`config.mk`:
```
export PLATFORM = sky130hd
export DESIGN_NAME = psc_queue
export DESIGN_NICKNAME = d
export VERILOG_FILES = /design/src/rtl/psc_pkg.sv /design/src/rtl/psc_queue.sv
export SDC_FILE = /design/constraint.sdc
export NUM_CORES = 1
export LEC_CHECK = 0
export ABC_AREA = 1
export BUFFER_PORTS_ARGS = -buffer_cell sky130_fd_sc_hd__buf_2
export CAP_MARGIN = 5
export CORE_AREA = 4 4 117 231
export CTS_CLUSTER_SIZE = 20
export DETAILED_ROUTE_END_ITERATION = 16
export DIE_AREA = 0 0 121 235
export PLACE_DENSITY = 0.61
export RECOVER_POWER = 50
export SYNTH_ARGS = -nofsm -noshare
export SYNTH_HDL_FRONTEND = slang
export SYNTH_SLANG_ARGS = --single-unit
```
`constraint.sdc`:
```
create_clock -name clk -period 2.4 [get_ports clk]
set_input_delay 0.48 -clock clk [delete_from_list [all_inputs] [get_ports clk]]
set_output_delay 0.48 -clock clk [all_outputs]
set_load 0.05 [all_outputs]
```
`src/rtl/psc_pkg.sv`:
```
// Shared types and constants for the ping-pong sample capture block.
// Holds word layouts, codes and sizes; no dependencies.
`default_nettype none

package psc_pkg;

	localparam int BUFFER_DEPTH = 16384;
	localparam int MAX_CHANNELS = 64;
	localparam int ADDR_W       = $clog2(BUFFER_DEPTH);
	localparam int TOTAL_W      = ADDR_W + 1;
	localparam int CH_W         = 7;
	localparam int FR_W         = 11;
	localparam int SAMPLE_W     = 16;
	localparam int BLOCK_W      = 32;
	localparam int COUNT_W      = 32;
	localparam int CFG_INDEX_W  = 2;
	localparam int CFG_DATA_W   = 11;
	localparam int QUEUE_DEPTH  = 4;

	localparam int RESET_CHANNELS = 1;
	localparam int RESET_FRAMES   = (BUFFER_DEPTH < 100) ? BUFFER_DEPTH : 100;

	// full counts are kept as count minus one
	localparam logic [COUNT_W-1:0] COUNT_MINUS_ONE = '1;

	localparam logic [CFG_INDEX_W-1:0] CFG_CHANNEL_COUNT = 2'd0;
	localparam logic [CFG_INDEX_W-1:0] CFG_FRAMES        = 2'd1;
	localparam logic [CFG_INDEX_W-1:0] CFG_SECURITY      = 2'd2;

	localparam logic [1:0] STATUS_OK          = 2'd0;
	localparam logic [1:0] STATUS_BAD_CHANNEL = 2'd1;
	localparam logic [1:0] STATUS_BAD_FRAME   = 2'd2;
	localparam logic [1:0] STATUS_NO_BUFFER   = 2'd3;

	localparam logic [1:0] WARN_NONE   = 2'd0;
	localparam logic [1:0] WARN_BEHIND = 2'd1;
	localparam logic [1:0] WARN_AHEAD  = 2'd2;

	typedef enum logic [1:0] {
		OP_START,
		OP_SAMPLE,
		OP_STOP,
		OP_READ
	} opcode_t;

	typedef enum logic [1:0] {
		CMD_NONE,
		CMD_WRITE,
		CMD_READ
	} cmd_kind_t;

	typedef struct packed {
		opcode_t                    opcode;
		logic signed [SAMPLE_W-1:0] sample_value;
		logic                       block_start;
		logic [BLOCK_W-1:0]         block_number;
		logic [FR_W-1:0]            frame_index;
		logic [CH_W-1:0]            channel_index;
		logic                       final_read;
	} in_word_t;

	typedef struct packed {
		logic signed [SAMPLE_W-1:0] read_value;
		logic [1:0]                 status;
		logic                       overflow;
		logic                       buffer_done;
		logic                       done_buffer;
		logic [1:0]                 count_warning;
	} out_word_t;

	// effective configuration seen by the front end
	typedef struct packed {
		logic [CH_W-1:0]    channels;
		logic [FR_W-1:0]    frames;
		logic [TOTAL_W-1:0] total;
		logic               security;
		logic               busy;
	} cfg_t;

	// queue entry: memory operation plus the finished result fields
	typedef struct packed {
		cmd_kind_t          kind;
		logic               sel;
		logic [ADDR_W-1:0]  addr;
		logic [SAMPLE_W-1:0] wdata;
		out_word_t          res;
	} cmd_t;

endpackage

`default_nettype wire

```
`src/rtl/psc_queue.sv`:
```
// Short FIFO of memory commands between front and back end.
// Flop storage, one push and one pop per cycle; uses psc_pkg.
`default_nettype none

module psc_queue (
	input  logic           clk,
	input  logic           arst_n,
	input  logic           push,
	input  psc_pkg::cmd_t  push_cmd,
	input  logic           pop,
	output psc_pkg::cmd_t  head,
	output logic           empty,
	output logic           full
);

	localparam int DEPTH = psc_pkg::QUEUE_DEPTH;
	localparam int PTR_W = $clog2(DEPTH);
	localparam int CNT_W = $clog2(DEPTH + 1);

	psc_pkg::cmd_t     entries_q [DEPTH];
	logic [PTR_W-1:0]  wr_ptr_q;
	logic [PTR_W-1:0]  rd_ptr_q;
	logic [CNT_W-1:0]  count_q;

	assign head  = entries_q[rd_ptr_q];
	assign empty = (count_q == '0);
	assign full  = (count_q == CNT_W'(DEPTH));

	always_ff @(posedge clk) begin
		if (push) begin
			entries_q[wr_ptr_q] <= push_cmd;
		end
	end

	always_ff @(posedge clk or negedge arst_n) begin
		if (!arst_n) begin
			wr_ptr_q <= '0;
			rd_ptr_q <= '0;
			count_q  <= '0;
		end else begin
			if (push) begin
				wr_ptr_q <= (wr_ptr_q == PTR_W'(DEPTH - 1)) ? '0 : wr_ptr_q + PTR_W'(1);
			end
			if (pop) begin
				rd_ptr_q <= (rd_ptr_q == PTR_W'(DEPTH - 1)) ? '0 : rd_ptr_q + PTR_W'(1);
			end
			case ({push, pop})
				2'b10:   count_q <= count_q + CNT_W'(1);
				2'b01:   count_q <= count_q - CNT_W'(1);
				default: ;
			endcase
		end
	end

`ifndef ASSERT_OFF
	a_count_range: assert property (@(posedge clk) disable iff (!arst_n)
		count_q <= CNT_W'(DEPTH))
		else $error("queue count beyond depth");

	a_no_push_full: assert property (@(posedge clk) disable iff (!arst_n)
		!(push && full))
		else $error("push into full queue");

	a_no_pop_empty: assert property (@(posedge clk) disable iff (!arst_n)
		pop |-> !empty)
		else $error("pop from empty queue");

	a_count_up: assert property (@(posedge clk) disable iff (!arst_n)
		(push && !pop) |=> (count_q == $past(count_q) + CNT_W'(1)))
		else $error("queue count lost a push");
`endif

endmodule

`default_nettype wire

```
**Yosys cells after proc, flatten, opt, wreduce, memory -nomap -nowiden**

Memory sizes are Yosys's and may differ from the RTL's.
Cells that the tools add are included.

- Bits in registers: 7
- Bits in latches: 0
- Memory bits (writable): 224
- Output and inout bits: 58
- ROM bits: 0
- Memories kept: 1
- Input port bits: 60

Memory list:

| name | depth | bits a word | read ports | clocked after memory_dff | wr ports | RTL line | RTL |
|---|---|---|---|---|---|---|---|
| entries_q | 4 | 56 | 1 | 0 | 1 | psc_queue.sv:20 | `psc_pkg::cmd_t entries_q [DEPTH];` |

- Div/mod/pow operators: 0
- Multipliers: 0
- Reduce and logical (&&, ||, !) cells: 2
- Add/sub/neg operators: 4
- Equal/unequal tests: 5
- Mux-type cells: 5
- Bitwise operators: 0
- Shift-type cells: 0
- Order comparisons: 0

Operators with widths:

| kind | count |
|---|---|
| $eq A2 B2 Y1 const B | 3 |
| $pmux W3 S2 | 1 |
| $add A2 B1 Y2 const B | 2 |
| $mux W2 | 2 |
| $add A3 B1 Y3 const B | 1 |
| $eq A3 B3 Y1 const B | 1 |
| $logic_not A3 Y1 | 1 |
| $sub A3 B1 Y3 const B | 1 |
| $eq A2 B1 Y1 const B | 1 |
| $mux W1 | 2 |
| $reduce_bool A2 Y1 | 1 |

**Depth between registers and ports, before layout**

- Depth after elaboration: 2
- Mapped depth: 10
- Mapped depth without buffers: 9

**Worst setup path after synthesis**

Ideal clock, no wire load.

- Path type: input -> register
- Start point: in push
- End point: mem entries_q[1][0] in the netlist's numbering (enable)
- Required time: 1990 ps
- Slack: 109 ps
- Setup time: 410 ps
- Data arrival time: 1881 ps
- Cell stages on the path: 3
- Cell sequence: clkbuf_1 -> nand2_1 -> inv_1

- Longest elaborated chain between the ends: 2

RTL lines:

| item | RTL line | RTL |
|---|---|---|
| start, declared | psc_queue.sv:8 | `input logic push,` |
| $mux W1 | psc_queue.sv:30 | `if (push) begin` |
| $mux W1 (implied by the code) | psc_queue.sv:31 | `entries_q[wr_ptr_q] <= push_cmd;` |
| end, declared | psc_queue.sv:20 |  |

No other way between the ends.

==> flow_metrics.tcl <==
set metrics [dict create \
    yosys.area.top_type "edfxtp_1" \
    insertion_delay_ns 0.50 \
    dp_hpwl_mm 11.8 \
    worstSetupPathType "reg -> out" \
    synth_top_area_share_pct 67.5 \
    cts_buffers 21 \
    totalWireLength_mm 20.1 \
    postSynthCellCount 707 \
    syn_nets 774 \
    place_area_mm2 0.0109 \
    setup_ws_ns 0.0620 \
    area_growth_pct 17.8 \
    grt_setup_unrepaired "true" \
    route.layer.met1.wl_mm 7.55 \
    grt.total_usage_pct 14.3 \
    drtPass1Iterations 4 \
    worstHoldPathCells 1 \
    slew_viol_final 0 \
    grt_max_degree 57 \
    grt_overflow 0 \
    nets 903 \
    yosysUniqueCellTypes 24 \
    p_leak_nw 4.69 \
    fillCellCount 2233 \
    drt-initial-drc-count 227 \
    worstMarginPinSlew_ns 1.19 \
    routed-via-count 5567 \
    hold_viol 0 \
    synth.avg_cell_area_um2 14.1 \
    setup_viol 0 \
    power_density_mw_per_mm2 1350 \
    design_area_mm2 0.0117 \
    path_clk_slew_ns 0.06 \
    cts_tree "built" \
    rr_worst_depth 5 \
    synth_seq_area_share_pct 69.3 \
    clock_path_buffers 3 \
    gp_congestion 0.737 \
    synth_seq_cells 231 \
    synth-warning-count 0 \
    status "completed" \
    drtAntennaViolNets 0 \
    first_global_vias 5845 \
    coreArea_mm2 0.0251 \
    drive_gt1_share_pct 29.2 \
    wl_per_cell_um 17.0 \
    start_kind "flop" \
    critPathRequiredTime_ns 1.92 \
    netlist_top_cells_area "edfxtp_1 (68%), o211ai_2 (13%), nand2_1 (5.7%), inv_1 (4.7%), nand2_2 (1.9%)" \
    drv_cap 0 \
    max_freq_mhz 428 \
    arrival_ns 1.86 \
    synth_area_mm2 0.00996 \
    rows 82 \
    root_buffer "clkbuf_16" \
    drc_errors 0 \
    fin_crit_ns 2.34 \
    period_share_pct 97.4 \
    port_buffers 117 \
    chipWidth_um 121 \
    cts_max_level 1 \
    initial_core_util_pct 39.6 \
    top_layer "met5" \
    multi_input_area_mm2 0.00225 \
    grt_antenna_before_repair 2 \
    dp_slack_ns 0.403 \
    hold_path_class "in -> reg" \
    die_height_um 235 \
    io_pins 118 \
    max-vdd-ir-drop_uv 909 \
    clkSinkCount 231 \
    slew_headroom_pct 20.5 \
    dieArea_mm2 0.0284 \
    met3_length_um 837 \
    finClkSkew_ns 0.00691 \
    wl_met2_mm 11.0 \
    via_per_inst 4.70 \
    critPathCaptureType "output port" \
    crit_fanout 41 \
    grt_pass1_wl_mm 31.6 \
    regArea_mm2 0.00691 \
]
-- report_power, final --
group          internal [W]  switching, W  total [W]
Sequential          0.00518      0.000228    0.00541
Combinational       0.00208       0.00510    0.00718
Clock               0.00186       0.00137    0.00323
Total               0.00912       0.00670     0.0158
-- timing repair --
action / 4_1_cts / 5_1_grt
gates cloned: 3 / 1
gates resized for setup: 17 / 22
hold endpoints to repair: 7 / 0
setup endpoints to repair: 55 / 41
hold buffers: 1 / 0
buffers inserted: 3 / 1
-- final timing paths --
check	from	end	slack, ns
worst max-delay path	rd_ptr_q[0]$_DFFE_PN0P_	head[4]	0.06
worst min-delay path	push_cmd[51]	entries_q[2][51]$_DFFE_PP_	0.23
worst max register to register	wr_ptr_q[1]$_DFFE_PN0P_	entries_q[1][38]$_DFFE_PP_	0.32
worst min register to register	count_q[2]$_DFFE_PN0P_	count_q[2]$_DFFE_PN0P_	0.52
max in group asynchronous	arst_n	rd_ptr_q[1]$_DFFE_PN0P_	1.56
min in group asynchronous	arst_n	wr_ptr_q[1]$_DFFE_PN0P_	0.46
-- metrics by stage --
step	hold slack [ns]	instances	total power, W	TNS, ns	util, %
after floorplan	0.184	707	0.0108	0	-
after global placement	0.340	1140	0.0123	0	43.4
after detailed placement	0.341	1140	0.0123	0	43.4
after CTS	0.163	1182	0.0160	0	46.7
after global routing	0.234	1185	0.0167	-0.400	46.7
final	0.234	1185	0.0158	0	46.7
-- worst max-delay path, stage by stage, from the launching register on --
cell	delay, ns
dfrtp_2	0.48
inv_16	0.15
buf_16	0.25
nand2_1	0.09
o211ai_2	0.06
nand2_1	0.09
buf_2	0.22
-- per-layer routing --
layer / up-vias / GRT usage, %
li1: 2705 / -
met1: 2718 / 15.7
met2: 103 / 26.5
met3: 39 / 2.43
met4: 2 / 6.12
met5: - / 0
-- state kept, by name (all words and copies together) (netlist names) --
name and flops:
entries_q 224, count_q 3, rd_ptr_q 2, wr_ptr_q 2
-- cells in the mapped netlist --
cell,n
edfxtp_1,224
nand2_1,151
inv_1,125
o211ai_2,100
nand2_2,30
buf_6,15
o211ai_1,12
buf_2,11
dfrtp_1,7
ha_1,6
buf_4,5
clkbuf_8,3
o21ai_0,3
inv_2,2
nor2_1,2
nor3_1,2
o21ai_1,2
buf_8,1
clkbuf_1,1
clkbuf_4,1
fa_1,1
nand3_1,1
nand4_1,1
xnor2_1,1
-- layout by cell type, fill, tap and decap left out, types with 6 or more instances in the layout --
master / instances
buf_2: 32
nand2_1: 151
buf_4: 19
buf_12: 6
o211ai_1: 12
nand2_2: 30
ha_1: 6
o211ai_2: 100
inv_1: 122
edfxtp_1: 224
clkbuf_1: 65
clkbuf_16: 22
clkbuf_4: 15
-- cell families after synthesis --
group | Yosys count | synth area share (%)
DFF | 231 | 69.3
and+or+nand+nor | 187 | 7.86
buffers and inverters | 164 | 8.09
AOI/OAI and AO/OA | 117 | 13.7
adders and majority gates | 7 | 0.955
xor gates and xnor gates | 1 | 0.0879
-- final cells by class --
| cell class | instances | area share, % |
|---|---|---|
| timing repair buffer | 142 | 8.50 |
| timing repair inverter | 1 | 0.0747 |
| antenna | 1 | 0.0213 |
| sequential | 231 | 58.9 |
| clock inverter | 6 | 0.704 |
| inverter | 127 | 4.21 |
| clock buffer | 29 | 4.82 |
| tap | 336 | 3.58 |
| multi-input combinational | 312 | 19.2 |
Note: power is estimated with default switching activity, not from simulation.
