**src/rtl/psc_pkg.sv**
```systemverilog
// Shared types and constants for the ping-pong sample capture block.
// Holds word layouts, codes and sizes; no dependencies.
`default_nettype none

package psc_pkg;

	localparam int BUFFER_DEPTH = 16384;
	localparam int MAX_CHANNELS = 64;
	localparam int ADDR_W       = $clog2(BUFFER_DEPTH);
	localparam int TOTAL_W      = ADDR_W + 1;
	localparam int CH_W         = 7;
	localparam int FR_W         = 11;
	localparam int SAMPLE_W     = 16;
	localparam int BLOCK_W      = 32;
	localparam int COUNT_W      = 32;
	localparam int CFG_INDEX_W  = 2;
	localparam int CFG_DATA_W   = 11;
	localparam int QUEUE_DEPTH  = 4;

	localparam int RESET_CHANNELS = 1;
	localparam int RESET_FRAMES   = (BUFFER_DEPTH < 100) ? BUFFER_DEPTH : 100;

	// full counts are kept as count minus one
	localparam logic [COUNT_W-1:0] COUNT_MINUS_ONE = '1;

	localparam logic [CFG_INDEX_W-1:0] CFG_CHANNEL_COUNT = 2'd0;
	localparam logic [CFG_INDEX_W-1:0] CFG_FRAMES        = 2'd1;
	localparam logic [CFG_INDEX_W-1:0] CFG_SECURITY      = 2'd2;

	localparam logic [1:0] STATUS_OK          = 2'd0;
	localparam logic [1:0] STATUS_BAD_CHANNEL = 2'd1;
	localparam logic [1:0] STATUS_BAD_FRAME   = 2'd2;
	localparam logic [1:0] STATUS_NO_BUFFER   = 2'd3;

	localparam logic [1:0] WARN_NONE   = 2'd0;
	localparam logic [1:0] WARN_BEHIND = 2'd1;
	localparam logic [1:0] WARN_AHEAD  = 2'd2;

	typedef enum logic [1:0] {
		OP_START,
		OP_SAMPLE,
		OP_STOP,
		OP_READ
	} opcode_t;

	typedef enum logic [1:0] {
		CMD_NONE,
		CMD_WRITE,
		CMD_READ
	} cmd_kind_t;

	typedef struct packed {
		opcode_t                    opcode;
		logic signed [SAMPLE_W-1:0] sample_value;
		logic                       block_start;
		logic [BLOCK_W-1:0]         block_number;
		logic [FR_W-1:0]            frame_index;
		logic [CH_W-1:0]            channel_index;
		logic                       final_read;
	} in_word_t;

	typedef struct packed {
		logic signed [SAMPLE_W-1:0] read_value;
		logic [1:0]                 status;
		logic                       overflow;
		logic                       buffer_done;
		logic                       done_buffer;
		logic [1:0]                 count_warning;
	} out_word_t;

	// effective configuration seen by the front end
	typedef struct packed {
		logic [CH_W-1:0]    channels;
		logic [FR_W-1:0]    frames;
		logic [TOTAL_W-1:0] total;
		logic               security;
		logic               busy;
	} cfg_t;

	// queue entry: memory operation plus the finished result fields
	typedef struct packed {
		cmd_kind_t          kind;
		logic               sel;
		logic [ADDR_W-1:0]  addr;
		logic [SAMPLE_W-1:0] wdata;
		out_word_t          res;
	} cmd_t;

endpackage

`default_nettype wire

```
**src/rtl/psc_cfg.sv**
```systemverilog
// Configuration registers and effective-size unit for the capture block.
// Derives channels, frames and buffer total with a bit-serial divider; uses psc_pkg.
`default_nettype none

module psc_cfg (
	input  logic                             clk,
	input  logic                             arst_n,
	input  logic                             cfg_we,
	input  logic [psc_pkg::CFG_INDEX_W-1:0]  cfg_index,
	input  logic [psc_pkg::CFG_DATA_W-1:0]   cfg_data,
	output psc_pkg::cfg_t                    cfg
);

	localparam int CH_W    = psc_pkg::CH_W;
	localparam int FR_W    = psc_pkg::FR_W;
	localparam int DIV_W   = psc_pkg::TOTAL_W;
	localparam int STEP_W  = $clog2(DIV_W + 1);
	localparam int CMP_W   = (DIV_W > FR_W) ? DIV_W : FR_W;
	localparam int PROD_W  = FR_W + CH_W;
	localparam logic [DIV_W-1:0] DIVIDEND = DIV_W'(psc_pkg::BUFFER_DEPTH);

	logic [CH_W-1:0]                 cfg_channels_q;
	logic [FR_W-1:0]                 cfg_frames_q;
	logic                            security_q;
	logic                            busy_q;
	logic [STEP_W-1:0]               step_q;
	logic [DIV_W-1:0]                dvd_q;
	logic [DIV_W-1:0]                quo_q;
	logic [CH_W-1:0]                 rem_q;
	logic [CH_W-1:0]                 channels_q;
	logic [FR_W-1:0]                 frames_q;
	logic [psc_pkg::TOTAL_W-1:0]     total_q;

	logic [CH_W-1:0]                 eff_ch;
	logic [CH_W:0]                   trial;
	logic [CH_W:0]                   diff;
	logic                            ge;
	logic [CH_W-1:0]                 rem_next;
	logic [DIV_W-1:0]                lim;
	logic [FR_W-1:0]                 fr_c;
	logic [PROD_W-1:0]               prod;
	logic                            div_step;

	always_comb begin
		eff_ch = cfg_channels_q;
		if (cfg_channels_q == '0) begin
			eff_ch = CH_W'(1);
		end else if (int'(cfg_channels_q) > psc_pkg::MAX_CHANNELS) begin
			eff_ch = CH_W'(psc_pkg::MAX_CHANNELS);
		end
	end

	// one quotient bit per cycle, restoring form
	always_comb begin
		trial    = {rem_q, dvd_q[DIV_W-1]};
		diff     = trial - {1'b0, eff_ch};
		ge       = (trial >= {1'b0, eff_ch});
		rem_next = ge ? diff[CH_W-1:0] : trial[CH_W-1:0];
		div_step = busy_q && (step_q != STEP_W'(DIV_W));
	end

	always_comb begin
		lim = (quo_q == '0) ? DIV_W'(1) : quo_q;
		fr_c = cfg_frames_q;
		if (CMP_W'(cfg_frames_q) > CMP_W'(lim)) begin
			fr_c = FR_W'(lim);
		end
		if (fr_c == '0) begin
			fr_c = FR_W'(1);
		end
		prod = PROD_W'(fr_c) * PROD_W'(eff_ch);
	end

	always_ff @(posedge clk or negedge arst_n) begin
		if (!arst_n) begin
			cfg_channels_q <= CH_W'(psc_pkg::RESET_CHANNELS);
			cfg_frames_q   <= FR_W'(psc_pkg::RESET_FRAMES);
			security_q     <= 1'b0;
			busy_q         <= 1'b0;
			step_q         <= '0;
			channels_q     <= CH_W'(psc_pkg::RESET_CHANNELS);
			frames_q       <= FR_W'(psc_pkg::RESET_FRAMES);
			total_q        <= psc_pkg::TOTAL_W'(psc_pkg::RESET_FRAMES
				* psc_pkg::RESET_CHANNELS);
		end else begin
			if (cfg_we) begin
				case (cfg_index)
					psc_pkg::CFG_CHANNEL_COUNT: cfg_channels_q <= cfg_data[CH_W-1:0];
					psc_pkg::CFG_FRAMES:        cfg_frames_q   <= cfg_data[FR_W-1:0];
					psc_pkg::CFG_SECURITY:      security_q     <= cfg_data[0];
					default: ;
				endcase
				busy_q <= 1'b1;
				step_q <= '0;
			end else if (busy_q) begin
				if (div_step) begin
					step_q <= step_q + STEP_W'(1);
				end else begin
					busy_q     <= 1'b0;
					channels_q <= eff_ch;
					frames_q   <= fr_c;
					total_q    <= psc_pkg::TOTAL_W'(prod);
				end
			end
		end
	end

	always_ff @(posedge clk) begin
		if (cfg_we) begin
			dvd_q <= DIVIDEND;
			quo_q <= '0;
			rem_q <= '0;
		end else if (div_step) begin
			dvd_q <= dvd_q << 1;
			quo_q <= {quo_q[DIV_W-2:0], ge};
			rem_q <= rem_next;
		end
	end

	always_comb begin
		cfg.channels = channels_q;
		cfg.frames   = frames_q;
		cfg.total    = total_q;
		cfg.security = security_q;
		cfg.busy     = busy_q;
	end

endmodule

`default_nettype wire

```
**config.mk**
```make
export PLATFORM = sky130hd
export DESIGN_NAME = psc_cfg
export DESIGN_NICKNAME = d
export VERILOG_FILES = /design/src/rtl/psc_pkg.sv /design/src/rtl/psc_cfg.sv
export SDC_FILE = /design/constraint.sdc
export NUM_CORES = 1
export LEC_CHECK = 0
export BUFFER_PORTS_ARGS = -buffer_cell sky130_fd_sc_hd__buf_4
export CORE_MARGIN = 8
export CORE_UTILIZATION = 46
export DETAILED_ROUTE_END_ITERATION = 16
export PLACE_DENSITY = 0.75
export SYNTH_ARGS = -nofsm -noshare
export SYNTH_HDL_FRONTEND = slang
export SYNTH_SLANG_ARGS = --single-unit
```
**constraint.sdc**
```tcl
create_clock -name clk -period 6.2 [get_ports clk]
set_input_delay 0 -clock clk [delete_from_list [all_inputs] [get_ports clk]]
set_output_delay 0 -clock clk [all_outputs]
set_load 0.01 [all_outputs]
```
* Yosys cells after proc, flatten, opt, wreduce, memory -nomap -nowiden *
Cells that the tools add are included.

storage, ports and cells
  bits of input ports = 16
  memories kept = 0
  word-level logic and storage cells = 46
  bits in latches = 0
  memory bits (writable) = 0
  memory bits (read-only) = 0
  register bits = 80

cells by class
  bitwise gates (word level) = 2
  eq/ne operators = 3
  mux-type cells = 12
  shifts and indexed selects = 0
  divide/modulo/power cells = 0
  reduce and logical (&&, ||, !) cells = 12
  order comparisons = 3
  add/subtract/negate cells = 2
  multiply operators = 1

operators with widths
  operator                                        number
  2-to-1 mux 11 bit                               2
  2-to-1 mux 7 bit                                3
  > comparator 11 x 15 -> 1 bit                   1
  zero test 15 bit                                1
  multiplier 11 x 7 -> 15 bit                     1
  2-to-1 mux 15 bit                               1
  2-to-1 mux 4 bit                                3
  zero test 11 bit                                1
  greater-or-equal comparator 8 x 7 -> 1 bit      1
  AND reduction 2 bit                             4
  > comparator 7 bit (second input constant)      1
  zero test 7 bit                                 1
  subtractor 7 bit                                1
  adder 4 x 1 -> 4 bit (second input constant)    1
  != test 4 bit (second input constant)           1
  nonzero test 2 bit                              2
  2-to-1 mux 1 bit                                3
  AND reduction 3 bit                             1
  == test 2 x 1 -> 1 bit (second input constant)  1
  == test 2 bit (second input constant)           1
  zero test 2 bit                                 1
  NOT 1 bit                                       2
  logical AND 1 bit                               1

* Depth between registers and ports, before layout *
  depth in word-level cells = 7
  gate-level depth with buffers = 29

* Worst setup path after synthesis *
Ideal clock, no wire load.

  path type = reg-to-reg
  start point = register quo_q[11]
  end point = register total_q[14] in the netlist's numbering
  stages on the path, launching flop included = 27
  data arrival time = 6662 ps
  period minus slack after synthesis = 6786 ps
  setup time = 124 ps
  setup slack = -586 ps
  required time = 6076 ps
  path through = dfxtp_1 or4_4 nor2_1 a21o_1 ha_1 nand3b_1 a211oi_1 a211oi_4 nor2_8 nor4_2 a21oi_1 o41ai_4 nand2_1 fa_1 fa_1 inv_1 fa_1 inv_1 fa_1 inv_1 ha_1 a2111oi_0 o31ai_1 o41ai_1 nor2_1 o21a_1 a211o_1

between the ends
  word-level cells in the longest chain between the ends = 7

RTL lines
  item                             RTL line        source
  start: declaration               psc_cfg.sv:28   logic [DIV_W-1:0] quo_q;
  start signal: assignment         psc_cfg.sv:115  quo_q <= {quo_q[DIV_W-2:0], ge};
  zero test 15 bit                 psc_cfg.sv:63   lim = (quo_q == '0) ? DIV_W'(1) : quo_q;
  2-to-1 mux 15 bit (*)            psc_cfg.sv:63
  > comparator 11 x 15 -> 1 bit    psc_cfg.sv:65   if (CMP_W'(cfg_frames_q) > CMP_W'(lim)) begin
  2-to-1 mux 11 bit (*)            psc_cfg.sv:65
  zero test 11 bit                 psc_cfg.sv:68   if (fr_c == '0) begin
  2-to-1 mux 11 bit (*)            psc_cfg.sv:68
  multiplier 11 x 7 -> 15 bit (*)  psc_cfg.sv:71   prod = PROD_W'(fr_c) * PROD_W'(eff_ch);
  end signal: assignment           psc_cfg.sv:83   total_q <= psc_pkg::TOTAL_W'(psc_pkg::RESET_FRAMES
  end signal: assignment           psc_cfg.sv:102  total_q <= psc_pkg::TOTAL_W'(prod);
  end: declaration                 psc_cfg.sv:32   logic [psc_pkg::TOTAL_W-1:0] total_q;

Mark *: on every way between the ends. The rest lies on a longest branch, timed or not.
A chain may end at the register's enable or synchronous reset.

* Worst setup path after layout *
  start point = register quo_q[14]
  end point = register total_q[14] in the netlist's numbering

Same word-level chain as after synthesis.

==> summary.md <==
| Metric | Value |
|---|---|
| Main combinational cell family by area after synthesis | `adder cells` |
| Synth Instances | `roughly 640` |
| Die H | `130 um` |
| Global-route wire length before repair | `26100 um` |
| DP HPWL | `11900 um` |
| Routed via count | `just over 5000` |
| CP max-delay cell | `or4_4` |
| FF-to-FF Start | `quo_q[14]` |
| CP Capture Type | `flip-flop` |
| Top post-synthesis cells by count | `94 x nand2_1, 71 x inv_1, 56 x nor2_1` |
| CTS H-Tree Depth | `3` |
| Post-place setup slack | `-292 ps` |
| DIE AREA | `16900 um2` |
| Simple-Gate Fraction of Synth Area | `around 16%` |
| Top cells by area, synth | `dfrtp_1 19%, fa_1 14%, ha_1 9.2%, dfxtp_1 7.7%, nand2_1 5.9%` |
| Crit path DAT | `roughly 6600 ps` |
| Core area | `between 10000 and 15000 um2` |
| Share of flip-flops with an asynchronous set or reset | `just over 70%` |
| Startpoint Class | `flip-flop` |
| Routability cong. | `0.919` |
| Reg2Reg Setup Slack | `-120 ps` |
| Die Wd | `130 um` |
| Final period util | `102%` |
| Leakage power | `roughly 0.0037 uW` |
| CTS sink count | `80` |
| Top cell type's share of synthesized area | `between 10% and 20%` |
| RSZ-0062 raised after global routing | `yes` |
| DRC | `0` |
| Vias in the first global route | `~5400` |
| Slowest stage delay, CP | `approximately 550 ps` |
| Area Overhead vs Synth | `30.5%` |
| VDD IR max | `228 uV` |
| Max cap viols | `0` |
| Post-Synth XOR/XNOR Area | `roughly 3%` |
| CP required | `about 6400 ps` |
| DR pass1 iterations | `5` |
| R2R depth | `28` |
| I/O Buffers | `50` |
| Count leader, synth | `nand2_1` |
| Capturing point of the worst reg2reg path | `total_q[14]` |
| Post-synthesis register bit count | `80` |
| Post-route minimum period | `about 6300 ps` |
| Clk slew on worst S/H paths | `60 ps` |
| Total power | `between 2000 and 3000 uW` |
| CP Launch Point | `quo_q[14]` |
| Initial antenna violation count | `0` |
| Clk Latency, worst-skew pair | `350 ps` |
| Status | `finished, violations left` |
| Pin count of the biggest net entering global routing | `62` |
| Hold Startpoint | `cfg_index[0]` |
| PwrDens | `340 nW/um2` |
| Post-synth cell types | `58` |
| GR Util All Layers | `around 20%` |
| FP Rows | `41` |
| Fin util | `roughly three fifths` |
| Compound-Gate Fraction of Synth Area | `roughly 12%` |
| Initial Util | `a little under half` |
| # diodes | `0` |
| Dominant synthesized flop cell | `dfrtp_1` |
| Avg WL per Cell | `approximately 16 um` |
| Hold Path Class | `in2reg` |
| CTS root buf | `clkbuf_16` |
| CTS tree | `done` |
| CTS buffer count | `9` |
| Worst-Margin Slew | `around 1100 ps` |
| WS Path Type | `reg2reg` |
| Synth warnings | `0` |
| Nets | `a little under 900` |
| EDFF count, synth | `0` |
| Vias per cell | `between 5 and 6` |
| Setup_tns | `-239 ps` |
| Skew final | `about 7.4 ps` |
| Endpoints failing hold | `0` |
| I/O pin count | `51` |
| Dominant cell type by area after synthesis | `dfrtp_1` |
| Max-slew violations | `0` |
| Final wirelength | `around 16000 um` |
| Critical Path Fanout Max | `4` |
| Final setup fails | `3` |
| Failing checks | `negative setup slack` |
| Syn Nets | `between 700 and 800` |
| Post-synthesis sequential area ratio | `31.8%` |
| CTS max path bufs | `2` |
| Final worst setup slack | `-116 ps` |
| Synth Area in Adders | `23.6%` |
| Fmax | `approximately 160 MHz` |
| Post-synth design cell area | `between 5000 and 6000 um2` |
| DRT antenna net count | `0` |
| DR iter-0 viols | `about 290` |
| Slew margin rel. | `between 20% and 30%` |
| GR Overflow Total | `0` |
| Ratio of cells with drive above 1 in the final layout | `30.8%` |
| Setup crit end | `total_q[14]` |
| Mapped Avg Cell Area | `~9.4 um2` |
| Mux cell area share after synthesis | `under 10%` |
through the flow:
| stage | cells | cell area [um2] | hold WS (ps) |
|---|---|---|---|
| after global routing | 962 | 7790 | 22.2 |
| after detailed placement | 927 | 7210 | 116 |
| final | 962 | 7790 | 25.2 |
| after global placement | 927 | 7210 | 101 |
| after CTS | 962 | 7730 | 9.32 |
| after floorplan | 638 | 6050 | -296 |
critical path, delay by kind of cell (launching register included):
kind	cells	cell delay, ps
adders and majority gates	6	2200
and+or+nand+nor	9	1640
DFF	1	320
buffers and inverters	4	330
AOI/OAI and AO/OA	9	1720
area by class of cell:
type | instances | area (um2)
Fill cell | 1044 | 4880
Multi-Input combinational cell | 464 | 3910
Sequential cell | 80 | 1900
Timing Repair Buffer | 157 | 1210
Inverter | 73 | 274
Clock buffer | 12 | 236
Tap cell | 172 | 215
Clock inverter | 4 | 47.5
cells in the final DEF, fill, tap and decap left out, drive strengths merged, types with 3 or more instances in the layout:
master	instances
buf	145
nand2	96
inv	72
nor2	57
dfrtp	46
ha	44
fa	43
o21ai	37
a21oi	30
mux2	30
dfxtp	23
mux2i	13
dlygate4sd3	12
clkbuf	12
xnor2	11
dfstp	11
xor2	9
a211oi	9
a21o	7
nand2b	7
and2	7
nand3	7
nand4	6
nor2b	6
nor3	5
o21bai	5
nand3b	4
or4	3
a211o	3
o31ai	3
a31oi	3
o41ai	3
clkinv	3
logic make-up (layout without fill, tap and decap cells):
logic type | Yosys count | after routing
simple gates | 204 | 204
compound gates | 110 | 110
buf+inv | 94 | 246
fa+ha+maj | 87 | 87
flops | 80 | 80
mux | 43 | 43
xor+xnor | 20 | 20
where the power goes:
part,internal (uW),switching [uW]
registers,576,37.2
clock network,311,215
logic,722,786
total,1610,1040
sequential cells by signal, summed over array words and instances, names as in the netlist:
signal and count:
busy_q 1, cfg_channels_q 7, cfg_frames_q 11, channels_q 7, dvd_q 1, frames_q 11, quo_q 15, rem_q 7
security_q 1, step_q 4, total_q 15
routing by layer:
layer | part of all wire (%) | global-route usage [%] | vias up
li1 | - | - | 2420
met1 | 42 | 24.2 | 2473
met2 | 50 | 33.6 | 136
met3 | 6.2 | 4.77 | 21
met4 | 1.7 | 6.90 | 0
met5 | 0 | 0 | -
worst min-delay path by stage:
| stage | to | slack [ps] | cells past startpoint |
|---|---|---|---|
| detailed placement | cfg_frames_q[7] | 120 | 1 |
| floorplan | busy_q | -300 | 0 |
| CTS | security_q | 9 | 3 |
| finish | security_q | 30 | 3 |
| global placement | cfg_frames_q[8] | 100 | 1 |
| global route | security_q | 20 | 3 |
repair_timing:
item,4_1_cts,5_1_grt
endpoints found under the setup margin,3,7
resized for setup,21,15
buffers inserted,7,0
hold buffers,12,0
pin swaps,7,5
endpoints found under the hold margin,65,0
Power figures use the tool's default switching activity.
